File: config.mk
export PLATFORM = sky130hd
export DESIGN_NAME = periodic_tick_timer_bank_unit
export DESIGN_NICKNAME = d
export VERILOG_FILES = /design/src/rtl/core/ptt_pkg.sv /design/src/rtl/core/periodic_tick_timer_bank_unit.sv /design/src/rtl/core/ptt_fire_unit.sv
export SDC_FILE = /design/constraint.sdc
export NUM_CORES = 1
export LEC_CHECK = 0
export BUFFER_PORTS_ARGS = -buffer_cell sky130_fd_sc_hd__clkbuf_2
export CAP_MARGIN = 25
export CORE_AREA = 2 2 265 267
export CTS_BUF_LIST = sky130_fd_sc_hd__clkbuf_8
export CTS_CLUSTER_DIAMETER = 80
export CTS_CLUSTER_SIZE = 40
export DETAILED_ROUTE_END_ITERATION = 8
export DIE_AREA = 0 0 267 269
export SLEW_MARGIN = 10
export SYNTH_ARGS = -nofsm -noshare
export SYNTH_HDL_FRONTEND = slang
export SYNTH_SLANG_ARGS = --single-unit
File: constraint.sdc
create_clock -name clk -period 6.64 [get_ports clk]
set_input_delay 0.664 -clock clk [delete_from_list [all_inputs] [get_ports clk]]
set_output_delay 0.664 -clock clk [all_outputs]
set_load 0.005 [all_outputs]
File: src/rtl/core/ptt_pkg.sv
// Shared types and constants for the periodic tick timer bank.
package ptt_pkg;

	// Slot storage limits
	localparam int SLOT_COUNT_DEF = 16;
	localparam int HW_SLOT_LIMIT  = 16;
	localparam int PERIOD_W       = 16;
	localparam int SLOT_W         = 4;

	localparam logic [PERIOD_W-1:0] CLEARED_VALUE = 16'hFFFF;

	// Request operation codes
	typedef enum logic [1:0] {
		MODE_TICK   = 2'd0,
		MODE_SUBMIT = 2'd1,
		MODE_CLEAR  = 2'd2
	} mode_t;

	// Result kinds
	typedef enum logic [1:0] {
		KIND_NONE        = 2'd0,
		KIND_FIRED       = 2'd1,
		KIND_SUBMIT_OK   = 2'd2,
		KIND_SUBMIT_FULL = 2'd3
	} kind_t;

	// One slot in the counter memory
	typedef struct packed {
		logic [PERIOD_W-1:0] reload;
		logic [PERIOD_W-1:0] count;
	} slot_entry_t;

	// Result of one pass through the fire unit
	typedef struct packed {
		logic                fire;
		logic [PERIOD_W-1:0] next_count;
	} fire_result_t;

endpackage

File: src/rtl/core/periodic_tick_timer_bank_unit.sv
// Periodic tick timer bank: up to 16 slots served by one shared fire/decrement unit.
// A submit or clear request passes through ST_EXEC and gives its single result once
// the output register is free. A tick request visits each handed-out slot in index
// order (a registered read of the slot memory, then the fire check and write-back
// through the shared unit), then closes out in ST_FINISH. Fired slots come out one
// per result, the final one marked last; a tick that fires nothing returns one empty
// result. The walk pauses when a slot fires while an earlier fired slot is held back
// and the output register is still full. in_ready is high only between requests.
module periodic_tick_timer_bank_unit #(
	parameter int SLOT_COUNT = ptt_pkg::SLOT_COUNT_DEF
) (
	input  logic                         clk,
	input  logic                         arst_n,
	input  logic                         in_valid,
	output logic                         in_ready,
	input  logic [1:0]                   mode,
	input  logic [ptt_pkg::PERIOD_W-1:0] period,
	input  logic [ptt_pkg::SLOT_W-1:0]   slot_select,
	output logic                         out_valid,
	input  logic                         out_ready,
	output logic [1:0]                   result_kind,
	output logic [ptt_pkg::SLOT_W-1:0]   slot_number,
	output logic                         last_result
);

	localparam int CAP    = (SLOT_COUNT > ptt_pkg::HW_SLOT_LIMIT) ? ptt_pkg::HW_SLOT_LIMIT :
	                        ((SLOT_COUNT < 1) ? 1 : SLOT_COUNT);
	localparam int IDX_W  = (CAP > 1) ? $clog2(CAP) : 1;
	localparam int USED_W = $clog2(CAP + 1);
	localparam logic [USED_W-1:0] CAP_U = USED_W'(CAP);
	localparam logic [ptt_pkg::SLOT_W:0] CAP_SEL = (ptt_pkg::SLOT_W + 1)'(CAP);

	typedef enum logic [2:0] {
		ST_IDLE,
		ST_EXEC,
		ST_READ,
		ST_UPDATE,
		ST_FINISH
	} state_t;

	state_t                        state_q;
	logic [USED_W-1:0]             used_q;
	logic [CAP-1:0]                active_q;
	logic [IDX_W-1:0]              idx_q;
	logic                          pend_q;
	logic [IDX_W-1:0]              pend_slot_q;
	logic                          out_valid_q;
	logic [1:0]                    kind_q;
	logic [ptt_pkg::SLOT_W-1:0]    slot_q;
	logic                          last_q;

	// Latched request
	logic [1:0]                    mode_q;
	logic [ptt_pkg::PERIOD_W-1:0]  period_q;
	logic [ptt_pkg::SLOT_W-1:0]    sel_q;

	// Slot memory
	ptt_pkg::slot_entry_t          mem [CAP];
	ptt_pkg::slot_entry_t          rdata_s1;
	logic                          mem_we;
	logic [IDX_W-1:0]              mem_waddr;
	ptt_pkg::slot_entry_t          mem_wdata;

	ptt_pkg::fire_result_t         fu_res;
	logic                          out_free;
	logic                          out_load;
	logic                          upd_go;
	logic                          walk_last;
	logic                          bank_full;
	logic                          sel_ok;
	logic [IDX_W-1:0]              used_idx;

	assign in_ready    = (state_q == ST_IDLE);
	assign out_valid   = out_valid_q;
	assign result_kind = kind_q;
	assign slot_number = slot_q;
	assign last_result = last_q;

	assign out_free  = !out_valid_q || out_ready;
	assign upd_go    = !fu_res.fire || !pend_q || out_free;
	assign walk_last = ((USED_W'(idx_q) + USED_W'(1)) == used_q);
	assign bank_full = (used_q >= CAP_U);
	assign sel_ok    = ({1'b0, sel_q} < CAP_SEL);
	assign used_idx  = used_q[IDX_W-1:0];

	// Output register loads a new result this cycle
	assign out_load = ((state_q == ST_EXEC) && (mode_q != ptt_pkg::MODE_TICK) && out_free) ||
	                  ((state_q == ST_UPDATE) && upd_go && fu_res.fire && pend_q) ||
	                  ((state_q == ST_FINISH) && out_free);

	// Shared fire/decrement unit
	ptt_fire_unit u_fire (
		.active (active_q[idx_q]),
		.entry  (rdata_s1),
		.result (fu_res)
	);

	// Memory write port select
	always_comb begin
		mem_we    = 1'b0;
		mem_waddr = idx_q;
		mem_wdata = '{reload: rdata_s1.reload, count: fu_res.next_count};
		case (state_q)
			ST_UPDATE: begin
				mem_we = upd_go;
			end
			ST_EXEC: begin
				if (out_free) begin
					if (mode_q == ptt_pkg::MODE_SUBMIT && !bank_full) begin
						mem_we    = 1'b1;
						mem_waddr = used_idx;
						mem_wdata = '{reload: period_q, count: period_q};
					end else if (mode_q == ptt_pkg::MODE_CLEAR && sel_ok) begin
						mem_we    = 1'b1;
						mem_waddr = sel_q[IDX_W-1:0];
						mem_wdata = '{reload: ptt_pkg::CLEARED_VALUE,
						              count: ptt_pkg::CLEARED_VALUE};
					end
				end
			end
			default: begin
				mem_we = 1'b0;
			end
		endcase
	end

	// Slot memory: one write port, one registered read port
	always_ff @(posedge clk) begin
		if (mem_we) begin
			mem[mem_waddr] <= mem_wdata;
		end
		rdata_s1 <= mem[idx_q];
	end

	// Request capture
	always_ff @(posedge clk) begin
		if (in_valid && in_ready) begin
			mode_q   <= mode;
			period_q <= period;
			sel_q    <= slot_select;
		end
	end

	// Sequencer and output register
	always_ff @(posedge clk or negedge arst_n) begin
		if (!arst_n) begin
			state_q     <= ST_IDLE;
			used_q      <= '0;
			active_q    <= '0;
			idx_q       <= '0;
			pend_q      <= 1'b0;
			pend_slot_q <= '0;
			out_valid_q <= 1'b0;
			kind_q      <= ptt_pkg::KIND_NONE;
			slot_q      <= '0;
			last_q      <= 1'b0;
		end else begin
			if (out_load) begin
				out_valid_q <= 1'b1;
			end else if (out_ready) begin
				out_valid_q <= 1'b0;
			end
			case (state_q)
				ST_IDLE: begin
					if (in_valid) begin
						idx_q   <= '0;
						state_q <= ST_EXEC;
					end
				end
				ST_EXEC: begin
					if (mode_q == ptt_pkg::MODE_TICK) begin
						state_q <= (used_q == '0) ? ST_FINISH : ST_READ;
					end else if (out_free) begin
						last_q  <= 1'b1;
						state_q <= ST_IDLE;
						if (mode_q == ptt_pkg::MODE_SUBMIT && !bank_full) begin
							kind_q             <= ptt_pkg::KIND_SUBMIT_OK;
							slot_q             <= ptt_pkg::SLOT_W'(used_idx);
							active_q[used_idx] <= 1'b1;
							used_q             <= used_q + USED_W'(1);
						end else begin
							slot_q <= '0;
							if (mode_q == ptt_pkg::MODE_SUBMIT) begin
								kind_q <= ptt_pkg::KIND_SUBMIT_FULL;
							end else begin
								kind_q <= ptt_pkg::KIND_NONE;
							end
							if (mode_q == ptt_pkg::MODE_CLEAR && sel_ok) begin
								active_q[sel_q[IDX_W-1:0]] <= 1'b0;
							end
						end
					end
				end
				ST_READ: begin
					state_q <= ST_UPDATE;
				end
				ST_UPDATE: begin
					if (upd_go) begin
						if (fu_res.fire) begin
							// Release the previous fired slot, hold this one back
							if (pend_q) begin
								kind_q      <= ptt_pkg::KIND_FIRED;
								slot_q      <= ptt_pkg::SLOT_W'(pend_slot_q);
								last_q      <= 1'b0;
							end
							pend_q      <= 1'b1;
							pend_slot_q <= idx_q;
						end
						if (walk_last) begin
							state_q <= ST_FINISH;
						end else begin
							idx_q   <= idx_q + IDX_W'(1);
							state_q <= ST_READ;
						end
					end
				end
				ST_FINISH: begin
					if (out_free) begin
						last_q      <= 1'b1;
						if (pend_q) begin
							kind_q <= ptt_pkg::KIND_FIRED;
							slot_q <= ptt_pkg::SLOT_W'(pend_slot_q);
						end else begin
							kind_q <= ptt_pkg::KIND_NONE;
							slot_q <= '0;
						end
						pend_q  <= 1'b0;
						state_q <= ST_IDLE;
					end
				end
				default: begin
					state_q <= ST_IDLE;
				end
			endcase
		end
	end

	// Checks
	a_used_in_range: assert property (@(posedge clk) disable iff (!arst_n)
		used_q <= CAP_U)
		else $error("slot count above capacity");

	a_no_pending_when_idle: assert property (@(posedge clk) disable iff (!arst_n)
		in_ready |-> !pend_q)
		else $error("fired slot still held while idle");

	a_inactive_above_used: assert property (@(posedge clk) disable iff (!arst_n)
		(active_q >> used_q) == '0)
		else $error("active slot beyond handed-out range");

	a_mid_fire_blocks_idle: assert property (@(posedge clk) disable iff (!arst_n)
		(out_valid_q && kind_q == ptt_pkg::KIND_FIRED && !last_q) |-> state_q != ST_IDLE)
		else $error("tick walk ended with a non-final fired result outstanding");

endmodule

File: src/rtl/core/ptt_fire_unit.sv
// Shared per-slot fire check, reload and decrement unit.
module ptt_fire_unit (
	input  logic                  active,
	input  ptt_pkg::slot_entry_t  entry,
	output ptt_pkg::fire_result_t result
);

	logic [ptt_pkg::PERIOD_W-1:0] base;

	// Fire on an active slot at zero, reload, then count down with wrap
	always_comb begin
		result.fire       = active && (entry.count == '0);
		base              = result.fire ? entry.reload : entry.count;
		result.next_count = base - ptt_pkg::PERIOD_W'(1);
	end

endmodule
# Yosys cells after proc, flatten, opt, wreduce, memory -nomap -nowiden
# Memories as Yosys holds them, arrays and structs flattened. A register that Yosys moved wholly into a read port is not among the register bits.
# Index checks and enable logic that the tools add are counted.
[op_classes]
addsub = 4
n_mul = 0
div = 0
n_lt_le_gt_ge = 6
eq_ne = 15
n_shift = 0
n_mux = 65
bitwise_logic = 4
reduce_logical = 38
[op_table]
columns = ["operator", "n"]
rows = [
  ["$mux 32", 4],
  ["$mux 4", 15],
  ["$mux 16", 3],
  ["$mux 1", 19],
  ["$mux 3", 6],
  ["$and 16x16->16", 1],
  ["$logic_not 16->1", 1],
  ["$mux 2", 8],
  ["$ne 2x2->1 const B", 8],
  ["$not 16->16", 1],
  ["$or 16x16->16", 1],
  ["$reduce_and 4->1", 4],
  ["$sub 16x1->16 const B", 1],
  ["$lt 4x5->1 const B", 3],
  ["$pmux 3 s5", 1],
  ["$pmux 4 s3", 1],
  ["$logic_and 1x1->1", 11],
  ["$reduce_bool 2->1", 5],
  ["$demux 1 s4", 2],
  ["$ge 4x1->1 const B", 2],
  ["$pmux 4 s2", 1],
  ["$reduce_and 7->1", 1],
  ["$eq 3x2->1 const B", 2],
  ["$pmux 2 s3", 1],
  ["22 further kinds", 30],
]
[totals]
reg_bits = 63
latch_bits = 0
ram_bits = 512
romBits = 0
input_bits = 26
out_inout_bits = 9
elab_cells = 146
memories = 1
[mem_list]
columns = ["memory", "depth", "width", "rd", "rd_clocked_by_memory_dff", "write_ports", "line", "rtl"]
rows = [
  ["mem", 16, 32, 1, 1, 1, "periodic_tick_timer_bank_unit.sv:58", "ptt_pkg::slot_entry_t mem [CAP];"],
]

# Longest topological paths before layout
[logic_depth]
word_depth = 12
depth_mapped = 14
mapped_depth_nobuf = 11

# Modules after synthesis
# A second synthesis with hierarchy kept.
[hier_totals]
cells_unflattened = 1194
hier_area_um2 = 24282.0
[by_module_without_submodules]
columns = ["module", "n_inst", "cells_each", "area_each_um2", "seq_area_each_um2"]
rows = [
  ["periodic_tick_timer_bank_unit", 1, 1071, 23432.5, 17702.0],
  ["ptt_fire_unit", 1, 123, 849.6, 0.0],
]

# Least setup slack after synthesis
# Ideal clock, no wire load.
[synth_path]
path_kind = "reg-to-reg"
startpoint = "register idx_q[1]"
endpoint = "memory mem[12][0] in the netlist's numbering, enable pin"
setup_ps = 468
arrival_time_ps = 4288
required_time_ps = 6172
path_slack_ps = 1884
path_stages_with_launch = 9
n_path_buf = 2
period_less_slack_ps = 4756
path_cell_list = "dfrtp_1 > buf_2 > buf_2 > mux2i_1 > nand2_1 > a41oi_1 > nor4_1 > o21ai_0 > nor3b_1"
[synth_via]
elab_chain_cells = 9
word_cells_on_any_way = 13
cone_classes = "9 x mux; 4 x reduce/logical"
[synth_lines]
columns = ["item", "line", "rtl"]
rows = [
  ["from (decl)", "periodic_tick_timer_bank_unit.sv:44", "logic [IDX_W-1:0] idx_q;"],
  ["from (signal assigned)", "periodic_tick_timer_bank_unit.sv:212", "idx_q <= idx_q + IDX_W'(1);"],
  ["$bmux 1 s4", "periodic_tick_timer_bank_unit.sv:93", ".active (active_q[idx_q]),"],
  ["$mux 1 (implied by the code)", "periodic_tick_timer_bank_unit.sv:93", ""],
  ["$logic_and 1x1->1", "ptt_fire_unit.sv:12", "result.fire = active && (entry.count == '0);"],
  ["$logic_not 1->1", "periodic_tick_timer_bank_unit.sv:80", "assign upd_go = !fu_res.fire || !pend_q || out_free;"],
  ["$logic_or 1x1->1 (2 in a row)", "periodic_tick_timer_bank_unit.sv:80", ""],
  ["$pmux 1 s2", "periodic_tick_timer_bank_unit.sv:103", "case (state_q)"],
  ["$mux 1", "periodic_tick_timer_bank_unit.sv:129", "if (mem_we) begin"],
  ["$mux 1 (implied by the code)", "periodic_tick_timer_bank_unit.sv:130", "mem[mem_waddr] <= mem_wdata;"],
  ["to (decl)", "periodic_tick_timer_bank_unit.sv:58", ""],
]
# Several ways; a longest one is shown, not always the timed one. The select of a mux whose other input is x is not followed.

# Worst setup path in the final report
[layout_path]
startpoint = "register idx_q[0]"
endpoint = "memory mem[2][1] in the netlist's numbering, enable pin"
# Same word-level chain as after synthesis.

==> flow_metrics.env <==
export IMPL_critPathArrivalTime_ps=4960
export IMPL_finalNetCount=1324
export IMPL_clockBufferDepth=3
export IMPL_hpwl_mm=33.17
export IMPL_power_leakage_uw=0.008226
export IMPL_rows=97
export IMPL_tightest_slew_ps=1008
export IMPL_grt_pass1_wl_mm=80.75
export IMPL_first_pass_iters=6
export IMPL_final_common_cell="edfxtp_1"
export IMPL_syn_to_final_growth_pct=10.84
export IMPL_grt_overflow_total=0
export IMPL_hold_violations=0
export IMPL_die_w_microns=267
export IMPL_async_flop_share=0.06755
export IMPL_start_util=0.3448
export IMPL_place_gp_congestion=0.8547
export IMPL_final_max_slew_viol_count=0
export IMPL_worstHoldPathType="in2reg"
export IMPL_final_core_util=0.3821
export IMPL_period_share=0.6866
export IMPL_ys_ff_latch=607
export IMPL_slew_headroom=0.3261
export IMPL_critPathKind="reg2reg"
export IMPL_synth_avg_cell_area_sq_um=19.42
export IMPL_num_fill_cells=6191
export IMPL_cts_root_buffer="clkbuf_8"
export IMPL_post_cts_buffers=0
export IMPL_core_area_sq_um=69300
export IMPL_ys_warn_count=0
export IMPL_powerDensity_nw_per_um2=421.3
export IMPL_grt_max_degree=57
export IMPL_cts_reportedPaths_clkPinSlew_ps=170
export IMPL_place_area_sq_um=25440
export IMPL_grt_pass1_vias=12140
export IMPL_crit_path_end_kind="flip-flop"
export IMPL_drive_above_1_share=0.2570
export IMPL_routedWlPerCell_microns=24.11
export IMPL_via_per_inst=5.288
export IMPL_path_max_fanout=34
export IMPL_status="finished, final reports clean"
export IMPL_fin_skew_ps=100.5
export IMPL_track_usage=0.1519
export IMPL_min_period_ps=4559
export IMPL_final_antenna_net_count=0
export IMPL_ys_seq_area_frac=0.7409
export IMPL_synthCells=1230
export IMPL_grt_setup_unrepaired="no"
export IMPL_synth_area_leaders="edfxtp_1, mux4_2, dfrtp_1"
export IMPL_rrSetupSlack_ps=2080
export IMPL_cts_made_buffers=29
export IMPL_antenna_found_initial=1
export IMPL_setup_viol=0
export IMPL_syn_area_sq_um=23890
export IMPL_tns_ps=0
export IMPL_dieArea_sq_um=71820
export IMPL_maxCapViolCount=0
export IMPL_cts_resized=0
export IMPL_drt_first_iter_violations=1507
export IMPL_die_h_microns=269
export IMPL_htree_levels=1
export IMPL_mostFrequentLayoutCells="edfxtp_1, mux4_2, nor2_1"
export IMPL_ir_worst_vdd_mv=0.2817
export IMPL_syn_nets=1262
export IMPL_required_ps=7040
export IMPL_insertion_delay_ps=740
export IMPL_fmax_mhz=219.3
export IMPL_synth_edff_count=534
export IMPL_vias=11930
export IMPL_synth_flop_cell="edfxtp_1"
export IMPL_design_area_sq_um=26480
export IMPL_portBuffers=34
export IMPL_cts_hold_buf=0
export IMPL_ioPinCount=35
export IMPL_drc=0
export IMPL_netlist_area_leader_share=0.6712
export IMPL_clock_sinks=607
export IMPL_yosysTopAreaCell="edfxtp_1"
export IMPL_start_kind="flip-flop"
export IMPL_tritoncts="yes"
export IMPL_wirelength_mm=54.41
export IMPL_synth_cell_types=62
==> path summary, 6_finish.rpt <==
check,startpoint,end,depth (start not counted)
worst max-delay path,idx_q[0],mem[2][1],9
worst min-delay path,period[7],period_q[7],1
worst max register to register,idx_q[0],mem[2][1],9
worst min register to register,slot_number[2],slot_number[2],2
max in group asynchronous,arst_n,active_q[10],3
min in group asynchronous,arst_n,slot_number[3],2
==> synthesized netlist by cell type, types with 6 or more instances <==
library cell  count
dfxtp_1          32
mux4_2          160
dfrtp_1          41
a21oi_1          40
clkbuf_1         30
xor2_1           10
mux2i_1           8
buf_1            20
a22oi_1           8
o31ai_1           6
ha_1              6
a22o_1           17
nand2_1          63
nor3_1           16
o21ai_0          25
nand3_1          10
edfxtp_1        534
xnor2_1           7
nor2_1           87
inv_1             9
==> worst max-delay path: stages (launching register included) <==
cell     delay, ps
dfrtp_4        740
buf_16         300
nor2b_1        200
nand2_1         90
a41oi_1        520
nor4_1         160
o21ai_0        500
nand3_1        460
nor2_4         890
buf_4          360
==> routing by layer <==
layer / global-route usage / up-vias / share of wire
li1: - / 5118 / -
met1: 0.2117 / 6404 / 0.44
met2: 0.2556 / 347 / 0.49
met3: 0.02283 / 65 / 0.058
met4: 0.02870 / 0 / 0.015
met5: 0 / - / 0
==> final cells by class <==
cell class / instances / area (sq um) / area share
sequential: 607 / 17710 / 0.6690
timing repair buffer: 89 / 669.4 / 0.02528
antenna: 2 / 5.005 / 0.0001890
clock buffer: 29 / 399.1 / 0.01507
multi-input combinational: 556 / 6042 / 0.2282
tap: 940 / 1176 / 0.04442
inverter: 9 / 33.78 / 0.001276
clock inverter: 25 / 440.4 / 0.01663
==> cell families (layout without fill, tap and decap cells) <==
family                   after synthesis  after routing  share of synthesized area
multiplexers                         173            173                     0.1565
AND/OR/NAND/NOR                      224            224                    0.04373
adder cells (fa/ha/maj)                6              6                   0.003142
flip-flops                           607            607                     0.7409
other                                  0              2                          0
XOR/XNOR                              17             17                   0.006232
buffers and inverters                 67            152                    0.01142
AO/OA/AOI/OAI                        136            136                    0.03802
==> state kept, by name (all words and copies together) (netlist names), 2 cells and up <==
signal / count
idx_q: 4
active_q: 16
result_kind: 2
rdata_s1: 32
used_q: 5
pend_slot_q: 4
period_q: 16
sel_q: 4
mem: 512
state_q: 3
slot_number: 4
mode_q: 2
==> per-stage QoR <==
stage,std cells,setup slack (ps),hold slack [ps],total power [uW]
2_1_floorplan,1230,1884,368.4,7973
3_3_place_gp,2175,2014,470.6,9138
3_5_place_dp,2183,1816,479.4,9267
4_1_cts,2237,1767,55.33,11170
5_1_grt,2257,1801,65.99,11690
6_report,2257,2081,101.2,11160
==> where the power goes <==
part	switching [uW]	leakage [uW]	internal, uW
Combinational	1990	0.00222	1410
Clock	1320	0.000404	610
Sequential	482	0.00560	5350
Total	3790	0.00823	7370
Note: power is estimated with default switching activity, not from simulation.
